$ cat config.mk
export PLATFORM = sky130hd
export DESIGN_NAME = bmhq_ctrl_flat
export DESIGN_NICKNAME = d
export VERILOG_FILES = /design/src/rtl/bmhq_pkg.sv /design/src/rtl/bmhq_in_if.sv /design/src/rtl/bmhq_ctrl.sv /design/src/flat_wrapper.sv
export SDC_FILE = /design/constraint.sdc
export NUM_CORES = 1
export LEC_CHECK = 0
export ABC_CLOCK_PERIOD_IN_PS = 9200
export BUFFER_PORTS_ARGS = -buffer_cell sky130_fd_sc_hd__buf_4
export CAP_MARGIN = 20
export CORE_MARGIN = 2
export CORE_UTILIZATION = 50
export CTS_BUF_LIST = sky130_fd_sc_hd__clkbuf_4 sky130_fd_sc_hd__clkbuf_8 sky130_fd_sc_hd__clkbuf_16
export DETAILED_ROUTE_END_ITERATION = 8
export GPL_ROUTABILITY_DRIVEN = 0
export GPL_TIMING_DRIVEN = 0
export PLACE_DENSITY = 0.82
export SYNTH_ARGS = -nofsm -noshare
export SYNTH_HDL_FRONTEND = slang
export SYNTH_SLANG_ARGS = --single-unit
$ cat constraint.sdc
create_clock -name clk -period 9.2 [get_ports clk]
set_input_delay 1.84 -clock clk [delete_from_list [all_inputs] [get_ports clk]]
set_output_delay 1.84 -clock clk [all_outputs]
set_load 0.005 [all_outputs]
$ cat src/rtl/bmhq_pkg.sv
// ----------------------------------------------------------------------------
// bmhq_pkg
// Shared types and codes for the binary min-heap queue.
// ----------------------------------------------------------------------------
package bmhq_pkg;

  // Item kinds on the request channel
  localparam logic KIND_INSERT = 1'b0;
  localparam logic KIND_REMOVE = 1'b1;

  // Result status codes
  typedef enum logic [1:0] {
    STATUS_OK    = 2'd0,
    STATUS_EMPTY = 2'd1,
    STATUS_FULL  = 2'd2
  } status_t;

  // Sequencer states
  typedef enum logic [2:0] {
    ST_IDLE,
    ST_UP_READ,
    ST_UP_CMP,
    ST_DN_ROOT,
    ST_DN_READ,
    ST_DN_CMP,
    ST_FINISH
  } state_t;

  // Memory port strobes from the sequencer
  typedef struct packed {
    logic wr_en;
    logic rd_en;
  } mem_ctl_t;

endpackage

$ cat src/rtl/bmhq_in_if.sv
// ----------------------------------------------------------------------------
// bmhq_in_if
// Request channel: insert or remove transactions with valid/ready handshake.
// ----------------------------------------------------------------------------
interface bmhq_in_if #(
  parameter int KEY_BITS    = 32,
  parameter int HANDLE_BITS = 16
);
  logic                   valid;
  logic                   ready;
  logic                   kind;
  logic [KEY_BITS-1:0]    key;
  logic [HANDLE_BITS-1:0] node_handle;

  modport source (output valid, kind, key, node_handle, input ready);
  modport sink   (input valid, kind, key, node_handle, output ready);
endinterface

$ cat src/rtl/bmhq_ctrl.sv
// ----------------------------------------------------------------------------
// bmhq_ctrl
// Sift sequencer: holds the moving entry in a register and walks the tree
// through the entry store, writing displaced entries into the hole.
// ----------------------------------------------------------------------------
module bmhq_ctrl
  import bmhq_pkg::*;
#(
  parameter int CAPACITY    = 256,
  parameter int KEY_BITS    = 32,
  parameter int HANDLE_BITS = 16,
  localparam int AW         = $clog2(CAPACITY),
  localparam int CW         = $clog2(CAPACITY + 1),
  localparam int EW         = KEY_BITS + HANDLE_BITS
) (
  input  logic                   clk,
  input  logic                   rst,
  bmhq_in_if.sink                req,
  // result toward the output register
  output logic                   res_valid,
  input  logic                   res_ready,
  output logic [KEY_BITS-1:0]    res_key,
  output logic [HANDLE_BITS-1:0] res_handle,
  output status_t                res_status,
  output logic [CW-1:0]          count,
  // entry store
  output mem_ctl_t               mem_ctl,
  output logic [AW-1:0]          wr_addr,
  output logic [EW-1:0]          wr_data,
  output logic [AW-1:0]          rd_addr_a,
  output logic [AW-1:0]          rd_addr_b,
  input  logic [EW-1:0]          rd_data_a,
  input  logic [EW-1:0]          rd_data_b
);

  // child indexes reach 2*CAPACITY, so they carry two more bits than an address
  localparam int IW = AW + 2;
  localparam logic [CW-1:0] CapCount = CW'(CAPACITY);

  state_t                 state, state_next;
  logic [CW-1:0]          count_next;
  logic [AW-1:0]          pos, pos_next;
  logic [AW-1:0]          par, par_next;
  logic [IW-1:0]          left, left_next;
  logic [IW-1:0]          right, right_next;
  logic [EW-1:0]          cur, cur_next;
  logic [KEY_BITS-1:0]    res_key_next;
  logic [HANDLE_BITS-1:0] res_handle_next;
  status_t                res_status_next;

  logic                   acc;
  logic [AW-1:0]          parent_idx;
  logic [IW-1:0]          left_idx;
  logic [IW-1:0]          right_idx;
  logic [IW-1:0]          count_wide;
  logic [KEY_BITS-1:0]    cur_key, key_a, key_b, pick_key;
  logic                   take_right;
  logic [EW-1:0]          pick;
  logic [AW-1:0]          pick_idx;

  assign acc        = req.valid && req.ready;
  assign req.ready  = (state == ST_IDLE);
  assign parent_idx = (pos - AW'(1)) >> 1;
  assign left_idx   = {1'b0, pos, 1'b1};
  assign right_idx  = left_idx + IW'(1);
  assign count_wide = IW'(count);
  assign cur_key    = cur[EW-1:HANDLE_BITS];
  assign key_a      = rd_data_a[EW-1:HANDLE_BITS];
  assign key_b      = rd_data_b[EW-1:HANDLE_BITS];
  // right child wins only when it exists and is strictly smaller
  assign take_right = (right < count_wide) && (key_b < key_a);
  assign pick       = take_right ? rd_data_b : rd_data_a;
  assign pick_idx   = take_right ? right[AW-1:0] : left[AW-1:0];
  assign pick_key   = pick[EW-1:HANDLE_BITS];

  always_ff @(posedge clk) begin
    if (rst) begin
      state <= ST_IDLE;
      count <= '0;
    end else begin
      state <= state_next;
      count <= count_next;
    end
  end

  always_ff @(posedge clk) begin
    pos        <= pos_next;
    par        <= par_next;
    left       <= left_next;
    right      <= right_next;
    cur        <= cur_next;
    res_key    <= res_key_next;
    res_handle <= res_handle_next;
    res_status <= res_status_next;
  end

  always_comb begin
    state_next      = state;
    count_next      = count;
    pos_next        = pos;
    par_next        = par;
    left_next       = left;
    right_next      = right;
    cur_next        = cur;
    res_key_next    = res_key;
    res_handle_next = res_handle;
    res_status_next = res_status;
    mem_ctl         = '0;
    wr_addr         = pos;
    wr_data         = cur;
    rd_addr_a       = '0;
    rd_addr_b       = '0;
    res_valid       = 1'b0;

    unique case (state)
      ST_IDLE: begin
        if (acc) begin
          res_key_next    = '0;
          res_handle_next = '0;
          res_status_next = STATUS_OK;
          if (req.kind == KIND_INSERT) begin
            if (count == CapCount) begin
              res_status_next = STATUS_FULL;
              state_next      = ST_FINISH;
            end else begin
              cur_next   = {req.key, req.node_handle};
              pos_next   = count[AW-1:0];
              count_next = count + CW'(1);
              state_next = ST_UP_READ;
            end
          end else begin
            if (count == '0) begin
              res_status_next = STATUS_EMPTY;
              state_next      = ST_FINISH;
            end else begin
              // fetch root and last entry together
              mem_ctl.rd_en = 1'b1;
              rd_addr_a     = '0;
              rd_addr_b     = AW'(count - CW'(1));
              count_next    = count - CW'(1);
              state_next    = ST_DN_ROOT;
            end
          end
        end
      end

      ST_UP_READ: begin
        if (pos == '0) begin
          mem_ctl.wr_en = 1'b1;
          state_next    = ST_FINISH;
        end else begin
          mem_ctl.rd_en = 1'b1;
          rd_addr_a     = parent_idx;
          par_next      = parent_idx;
          state_next    = ST_UP_CMP;
        end
      end

      ST_UP_CMP: begin
        mem_ctl.wr_en = 1'b1;
        if (cur_key < key_a) begin
          // move parent down into the hole, climb
          wr_data    = rd_data_a;
          pos_next   = par;
          state_next = ST_UP_READ;
        end else begin
          state_next = ST_FINISH;
        end
      end

      ST_DN_ROOT: begin
        res_key_next    = key_a;
        res_handle_next = rd_data_a[HANDLE_BITS-1:0];
        cur_next        = rd_data_b;
        pos_next        = '0;
        state_next      = (count == '0) ? ST_FINISH : ST_DN_READ;
      end

      ST_DN_READ: begin
        if (left_idx >= count_wide) begin
          mem_ctl.wr_en = 1'b1;
          state_next    = ST_FINISH;
        end else begin
          mem_ctl.rd_en = 1'b1;
          rd_addr_a     = left_idx[AW-1:0];
          rd_addr_b     = right_idx[AW-1:0];
          left_next     = left_idx;
          right_next    = right_idx;
          state_next    = ST_DN_CMP;
        end
      end

      ST_DN_CMP: begin
        mem_ctl.wr_en = 1'b1;
        if (cur_key <= pick_key) begin
          state_next = ST_FINISH;
        end else begin
          // move smaller child up into the hole, descend
          wr_data    = pick;
          pos_next   = pick_idx;
          state_next = ST_DN_READ;
        end
      end

      ST_FINISH: begin
        res_valid = 1'b1;
        if (res_ready) begin
          state_next = ST_IDLE;
        end
      end

      default: begin
        state_next = ST_IDLE;
      end
    endcase
  end

`ifndef NO_ASSERTIONS
  a_count_bound: assert property (@(posedge clk) disable iff (rst)
    count <= CapCount)
    else $error("entry count above capacity");

  a_count_hold: assert property (@(posedge clk) disable iff (rst)
    !acc |=> $stable(count))
    else $error("entry count moved without a transaction");

  a_remove_fetch: assert property (@(posedge clk) disable iff (rst)
    (acc && req.kind == KIND_REMOVE && count != '0) |=> state == ST_DN_ROOT)
    else $error("remove did not fetch the root");

  a_write_state: assert property (@(posedge clk) disable iff (rst)
    mem_ctl.wr_en |-> (state == ST_UP_READ || state == ST_UP_CMP ||
                       state == ST_DN_READ || state == ST_DN_CMP))
    else $error("store write outside a sift");

  a_result_done: assert property (@(posedge clk) disable iff (rst)
    (res_valid && res_ready) |=> state == ST_IDLE)
    else $error("sequencer did not return to idle after result");
`endif

endmodule

$ cat src/flat_wrapper.sv
// flat-port wrapper written by rule: the top's interface ports become plain ports
module bmhq_ctrl_flat import bmhq_pkg::*;
#(
  parameter int CAPACITY    = 256,
  parameter int KEY_BITS    = 32,
  parameter int HANDLE_BITS = 16,
  localparam int AW         = $clog2(CAPACITY),
  localparam int CW         = $clog2(CAPACITY + 1),
  localparam int EW         = KEY_BITS + HANDLE_BITS
)
  (clk, rst, res_valid, res_ready, res_key, res_handle, res_status, count, mem_ctl, wr_addr, wr_data, rd_addr_a, rd_addr_b, rd_data_a, rd_data_b, req_valid, req_kind, req_key, req_node_handle, req_ready);
  bmhq_in_if #(.KEY_BITS(KEY_BITS), .HANDLE_BITS(HANDLE_BITS)) req_i ();
  input  logic clk;
  input  logic rst;
  output logic res_valid;
  input  logic res_ready;
  output logic [KEY_BITS-1:0] res_key;
  output logic [HANDLE_BITS-1:0] res_handle;
  output status_t res_status;
  output logic [CW-1:0] count;
  output mem_ctl_t mem_ctl;
  output logic [AW-1:0] wr_addr;
  output logic [EW-1:0] wr_data;
  output logic [AW-1:0] rd_addr_a;
  output logic [AW-1:0] rd_addr_b;
  input  logic [EW-1:0] rd_data_a;
  input  logic [EW-1:0] rd_data_b;
  input wire logic [$bits(req_i.valid)-1:0] req_valid;
  input wire logic [$bits(req_i.kind)-1:0] req_kind;
  input wire logic [$bits(req_i.key)-1:0] req_key;
  input wire logic [$bits(req_i.node_handle)-1:0] req_node_handle;
  output wire logic [$bits(req_i.ready)-1:0] req_ready;
  assign req_i.valid = req_valid;
  assign req_i.kind = req_kind;
  assign req_i.key = req_key;
  assign req_i.node_handle = req_node_handle;
  assign req_ready = req_i.ready;
  bmhq_ctrl #(.CAPACITY(CAPACITY), .KEY_BITS(KEY_BITS), .HANDLE_BITS(HANDLE_BITS)) u_core (.clk(clk), .rst(rst), .req(req_i), .res_valid(res_valid), .res_ready(res_ready), .res_key(res_key), .res_handle(res_handle), .res_status(res_status), .count(count), .mem_ctl(mem_ctl), .wr_addr(wr_addr), .wr_data(wr_data), .rd_addr_a(rd_addr_a), .rd_addr_b(rd_addr_b), .rd_data_a(rd_data_a), .rd_data_b(rd_data_b));
endmodule
==> metrics.md, run 1 <==
| Metric | Value |
|---|---|
| Residual DRC | 0 |
| Highest clock rate | between 100 and 150 MHz |
| Tot Pwr | 3.64 mW |
| EDFF count, synth | between 100 and 150 |
| Mapped Nets | roughly 1400 |
| Hold Vio Cnt, Final | 0 |
| Outcome | finished clean |
| Clock Skew | between 0.01 and 0.015 ns |
| Initial DRC Count | 980 |
| Syn Inst Count | between 1000 and 1500 |
| Synth Area in Compound Gates | 0.191 |
| Antenna viol nets, final | 0 |
| Max-slew headroom | 0.470 |
| Setup violators final | 0 |
| Total CTS buffers | 17 |
| Worst hold start | u_core.wr_addr[2]$_DFFE_PP_ |
| Sequential fraction of the synthesis area | 0.408 |
| Slew Limit Fails | 0 |
| Syn Std Cell Area | just over 10000 um2 |
| Synth Flop Type | edfxtp_1 |
| DIE WIDTH | about 150 um |
| Clock Pin Slew Worst Setup and Hold Paths | 0.07 ns |
| Post-synth top area cell | edfxtp_1 |
| Synth warnings | 0 |
| Vias in the first global route | between 9000 and 10000 |
| Max Cap Viol | 0 |
| Largest family of logic cells by synthesized area | compound AO/OA/AOI/OAI gates |
| # nets final | ~1700 |
| Worst EP required | 7.36 ns |
| Row count | 51 |
| Hold Path Class | flip-flop to flip-flop |
| # hold bufs at CTS | 0 |
| # port buffers | approximately 280 |
| Most frequent cell after synthesis | edfxtp_1 |
| Diodes inserted | 0 |
| Critical path launch point type | primary input |
| Ys async rst share | 0 |
| Clk buf depth | 2 |
| RR Startpoint | u_core.count[6]$_SDFFE_PP0P_ |
| Clock Sink Count | 141 |
| Synth Area in XOR/XNOR | 0.0208 |
| First-pass GRT wire length | 52600 um |
| Commonest cells in the netlist | 129 x edfxtp_1, 115 x ha_1, 100 x inv_1 |
| Maximum vdd drop | around 0.23 mV |
| Total wire length | around 34000 um |
| Die area | approximately 21000 um2 |
| Vias per cell | between 6 and 7 |
| Drt first pass iters | 6 |
| Grt ovf | 0 |
| Die height | ~150 um |
| Via count | 10200 |
| Design area | about 13000 um2 |
| Placed Area | around 13000 um2 |
| Worst-path maximum fanout | 10 |
| Largest net degree at the start of global routing | 38 |
| PwrDens | about 280 nW/um2 |
| H-tree levels | 4 |
| CORE AREA | 19700 um2 |
| Post-Synth Simple-Gate Area | 0.166 |
| Synth top area cells | edfxtp_1 38%, ha_1 14%, a221o_1 4.8% |
| Worst slew pin tran | 0.791 ns |
| Synth top area share | 0.384 |
| RSZ-0062 raised after global routing | no |
| Clock root cell | clkbuf_16 |
| Final hold slack | roughly 0.63 ns |
| Endpoint type of the worst setup path | primary output |
| Dpl hpwl | ~26000 um |
| Arrival time at the worst endpoint | 7.04 ns |
| Initial Util | 0.514 |
| Final critical-path share of the clock period | 0.965 |
| Register bit total from synthesis | 141 |
| # IOs | approximately 280 |
| Post-Synth Adder-Cell Area | 0.143 |
| Syn-to-layout area delta | 30.4% |
| CTS tree | built |
| WL/cell | between 20 and 25 um |
| Crit path kind | primary input to primary output |
| Post-layout util | 0.669 |
| Post-synthesis cell type count | 62 |
| Lkg Pwr | 5.95 nW |
| Clock Latency Late Sink | about 0.44 ns |
| Mux cell area share after synthesis | 0.00694 |
| Share of cells above drive strength 1 | 0.247 |
| Setup TNS | 0 ns |
| Initial antenna violation count | 1 |
| Minimum clock period | ~8.9 ns |
| GR Util All Layers | 0.313 |
| Critical path startpoint | rd_data_a[31] |
| Mapped Avg Cell Area | ~9.3 um2 |
final cells by class:
type / count / area (um2)
clock inverter: 14 / 120
sequential: 141 / 4110
timing repair buffer: 285 / 2170
tap: 265 / 332
clock buffer: 18 / 433
inverter: 101 / 379
fill: 1546 / 6500
multi-input combinational: 778 / 5330
buffer: 67 / 280
cell families (layout without fill, tap and decap cells):
| logic type | Yosys count | after routing |
|---|---|---|
| xor gates and xnor gates | 24 | 24 |
| and+or+nand+nor | 348 | 348 |
| adders and majority gates | 115 | 115 |
| buffers and inverters | 168 | 485 |
| AOI/OAI and AO/OA | 284 | 284 |
| muxes | 7 | 7 |
| DFF | 141 | 141 |
where the power goes:
group | leakage (nW) | internal, mW | switching, mW
Combinational | 4.36 | 0.831 | 0.995
Clock | 0.269 | 0.374 | 0.291
Sequential | 1.32 | 0.991 | 0.160
routing by layer:
| layer | global-route usage | vias to the layer above | wire, um | share of wire |
|---|---|---|---|---|
| li1 | - | 4628 | - | - |
| met3 | 0.0594 | 111 | 3650 | 0.11 |
| met5 | 0 | - | 13 | 0.00038 |
| met2 | 0.532 | 678 | 16500 | 0.48 |
| met1 | 0.394 | 4777 | 12700 | 0.37 |
| met4 | 0.131 | 2 | 1460 | 0.043 |
placed cells by master, fill, tap and decap left out, types with 11 or more instances in the layout:
cell type,instances
nor3_1,59
a21oi_1,80
dfxtp_1,12
ha_1,115
a221o_1,48
nand3_1,12
clkbuf_16,17
nand2_1,92
xnor2_1,17
nand4_1,19
and3_1,28
inv_1,100
edfxtp_1,129
buf_4,285
buf_2,15
nor2_1,93
a211oi_1,11
clkbuf_1,47
o21ai_0,76
timing repair:
| action | in CTS | in global routing |
|---|---|---|
| buffers inserted | 0 | 0 |
| setup endpoints to repair | 0 | 7 |
| gates resized for setup | 0 | 2 |
worst max-delay path, stage by stage:
cell and delay (ns):
buf_4 0.12, inv_1 0.16, ha_1 0.31, a21oi_1 0.14, o21ai_0 0.16, a211oi_1 0.26
a31oi_1 0.20, nor3_4 0.38, clkbuf_1 0.49, a21oi_1 0.16, ha_1 0.34, nand4_1 0.22
nor4_2 0.51, nand2_1 0.12, and3_1 0.22, a21oi_2 0.25, buf_2 0.29, buf_2 0.29
nor3_1 0.07, a221o_1 0.32, buf_4 0.16
worst paths after layout:
path	to	slack, ns	cells after the start
min reg2reg	u_core.left[3]$_DFFE_PP_	0.63	0
max	wr_data[46]	0.32	21
min	u_core.left[3]$_DFFE_PP_	0.63	0
max reg2reg	u_core.wr_addr[6]$_DFFE_PP_	3.61	16
state kept, by name (all words and copies together), names as in the netlist:
| signal | flops |
|---|---|
| u_core.par | 7 |
| u_core.wr_addr | 8 |
| u_core.count | 9 |
| u_core.state | 3 |
| u_core.cur | 48 |
| u_core.res_key | 32 |
| u_core.res_status | 2 |
| u_core.left | 7 |
| u_core.right | 9 |
| u_core.res_handle | 16 |
metrics by stage:
stage	setup slack (ns)	std cells
final	0.324	1669
after global routing	0.0259	1669
after CTS	0.395	1669
after detailed placement	0.432	1637
after global placement	0.531	1634
after floorplan	1.79	1087
No activity file was read; power rests on OpenSTA's default activity.
==> inputs of run 2 (changes only) <==
Settings changed: RECOVER_POWER set to 100.
==> metrics.md, run 2 (synthesis results as in run 1) <==
| Metric | Value |
|---|---|
| Initial Util | 0.514 |
| Failing checks | capacitance limit, slew limit |
| Via count | roughly 10000 |
| Commonest non-fill, non-tap cell in the layout | buf_4 |
| GRT busiest layer | met2 |
| Arrival time at the worst endpoint | just over 7 ns |
| Slew Limit Fails | between 60 and 70 |
| Hold Path Class | flip-flop to flip-flop |
| Maximum vdd drop | roughly 0.23 mV |
| Clock root cell | clkbuf_16 |
| GR Util All Layers | 0.313 |
| Crit path kind | primary input to primary output |
| Commonest non-fill, non-tap cells in the layout | 156 x buf_4, 129 x edfxtp_1, 115 x ha_1, 111 x clkbuf_4, 101 x inv_1 |
| Initial antenna violation count | 1 |
| Dpl hpwl | between 20000 and 30000 um |
| Endpoint type of the worst setup path | primary output |
| Outcome | finished, violations left |
| CTS tree | built |
| PwrDens | 275 nW/um2 |
| # IOs | between 200 and 300 |
| Die area | ~21000 um2 |
| Highest clock rate | 113 MHz |
| WL/cell | approximately 20 um |
| First-pass GRT wire length | approximately 53000 um |
| Clock Sink Count | between 100 and 150 |
| GR Layer Usage met2 | 0.532 |
| Clk buf depth | 2 |
| Row count | slightly above 50 |
| Die height | roughly 150 um |
| Worst-path maximum fanout | 10 |
| Largest net degree at the start of global routing | 38 |
| Share of cells above drive strength 1 | 0.226 |
| Final non-filler cell total | about 1700 |
| Grt ovf | 0 |
| Clock Pin Slew Worst Setup and Hold Paths | ~0.070 ns |
| Vias per cell | approximately 6.1 |
| Minimum clock period | between 8 and 9 ns |
| Initial DRC Count | 955 |
| DIE WIDTH | between 100 and 150 um |
| Hold Vio Cnt, Final | 0 |
| Antenna viol nets, final | 0 |
| Vias in the first global route | 9727 |
| Lkg Pwr | 5.82 nW |
| Top Registers | u_core.cur (48), u_core.res_key (32), u_core.res_handle (16) |
| Max Cap Viol | 2 |
| Max-slew headroom | -0.440 |
| Syn-to-layout area delta | 29.2% |
| H-tree levels | 4 |
| GR Util met3 | 0.0594 |
| # port buffers | about 280 |
| Max FFs per register | 48 |
| Clock Skew | around 0.012 ns |
| RR Startpoint | u_core.count[6]$_SDFFE_PP0P_ |
| Critical path startpoint | rd_data_a[31] |
| Worst hold start | u_core.wr_addr[3]$_DFFE_PP_ |
| # nets final | around 1700 |
| CORE AREA | slightly below 20000 um2 |
| # hold bufs at CTS | 0 |
| Total wire length | between 30000 and 40000 um |
| Fillers | around 1600 |
| Worst slew pin tran | 2.16 ns |
| Total CTS buffers | 17 |
| Grt met1 use | 0.394 |
| Setup TNS | 0 ns |
| Critical path launch point type | primary input |
| Worst EP required | between 7 and 8 ns |
| Final critical-path share of the clock period | 0.965 |
| Clock Latency Late Sink | approximately 0.44 ns |
| Post-Place Cells | 1637 |
| Setup violators final | 0 |
| Biggest register | u_core.cur |
| Residual DRC | 0 |
| Drt first pass iters | 6 |
| RSZ-0062 raised after global routing | no |
run 2: cell types whose count changed in the layout (fill, tap and decap cells not counted), moves of 2 or more:
cell,before,now
buf_4,285,156
clkbuf_4,1,111
clkbuf_1,47,74
and2_0,0,6
buf_2,15,10
and2_1,6,2
buf_1,3,0
clkbuf_2,0,2
diode_2,0,2
run 2: worst max-delay path, cell delays in order:
cell,delay [ns]
buf_4,0.12
inv_1,0.16
ha_1,0.32
a21oi_1,0.15
o21ai_0,0.17
a211oi_1,0.26
a31oi_1,0.20
nor3_4,0.38
clkbuf_1,0.49
a21oi_1,0.16
ha_1,0.34
nand4_1,0.22
nor4_2,0.50
nand2_1,0.12
and3_1,0.22
a21oi_2,0.25
and2_0,0.22
clkbuf_1,0.49
a221o_1,0.30
buf_4,0.13
run 2: where the power goes:
part           internal, mW  switching [mW]
combinational         0.772           0.990
clock                 0.375           0.289
sequential            0.998           0.157
run 2: worst paths after layout:
kind / endpoint / slack [ns] / cells past startpoint
hold / removal: u_core.left[4]$_DFFE_PP_ / 0.62 / 0
hold reg to reg: u_core.left[4]$_DFFE_PP_ / 0.62 / 0
setup reg to reg: u_core.wr_addr[6]$_DFFE_PP_ / 3.50 / 16
setup / recovery: wr_data[8] / 0.32 / 20
run 2: final cells by class:
type	instances	area, um2	share of cell area
Inverter	101	379	0.0291
Antenna cell	2	5.00	0.000384
Clock inverter	14	120	0.00921
Multi-Input combinational cell	778	5320	0.408
Buffer	67	274	0.0210
Tap cell	265	332	0.0254
Clock buffer	18	433	0.0332
Sequential cell	141	4110	0.316
Timing Repair Buffer	285	2060	0.158
run 2: metrics by stage:
| step | hold slack, ns | total power [mW] | setup WS (ns) | area (um2) | utilization |
|---|---|---|---|---|---|
| global route | 0.604 | 3.78 | 0.0175 | 13000 | 0.663 |
| detailed placement | 0.579 | 2.94 | 0.432 | 12600 | 0.641 |
| CTS | 0.597 | 3.61 | 0.395 | 13200 | 0.669 |
| finish | 0.616 | 3.58 | 0.320 | 13000 | 0.663 |
| floorplan | 0.499 | 2.12 | 1.79 | 10100 | - |
| global placement | 0.582 | 2.87 | 0.531 | 12500 | 0.638 |
run 2: layer usage:
metal | up-vias | wire [um]
li1 | 4633 | -
met1 | 4790 | 13000
met2 | 730 | 16400
met3 | 104 | 3460
met4 | 2 | 1410
met5 | - | 20
run 2: repair_timing:
| item | 4_1_cts | 5_1_grt |
|---|---|---|
| setup endpoints to repair | 0 | 7 |
| buffers inserted | 0 | 0 |
| resized for setup | 0 | 2 |
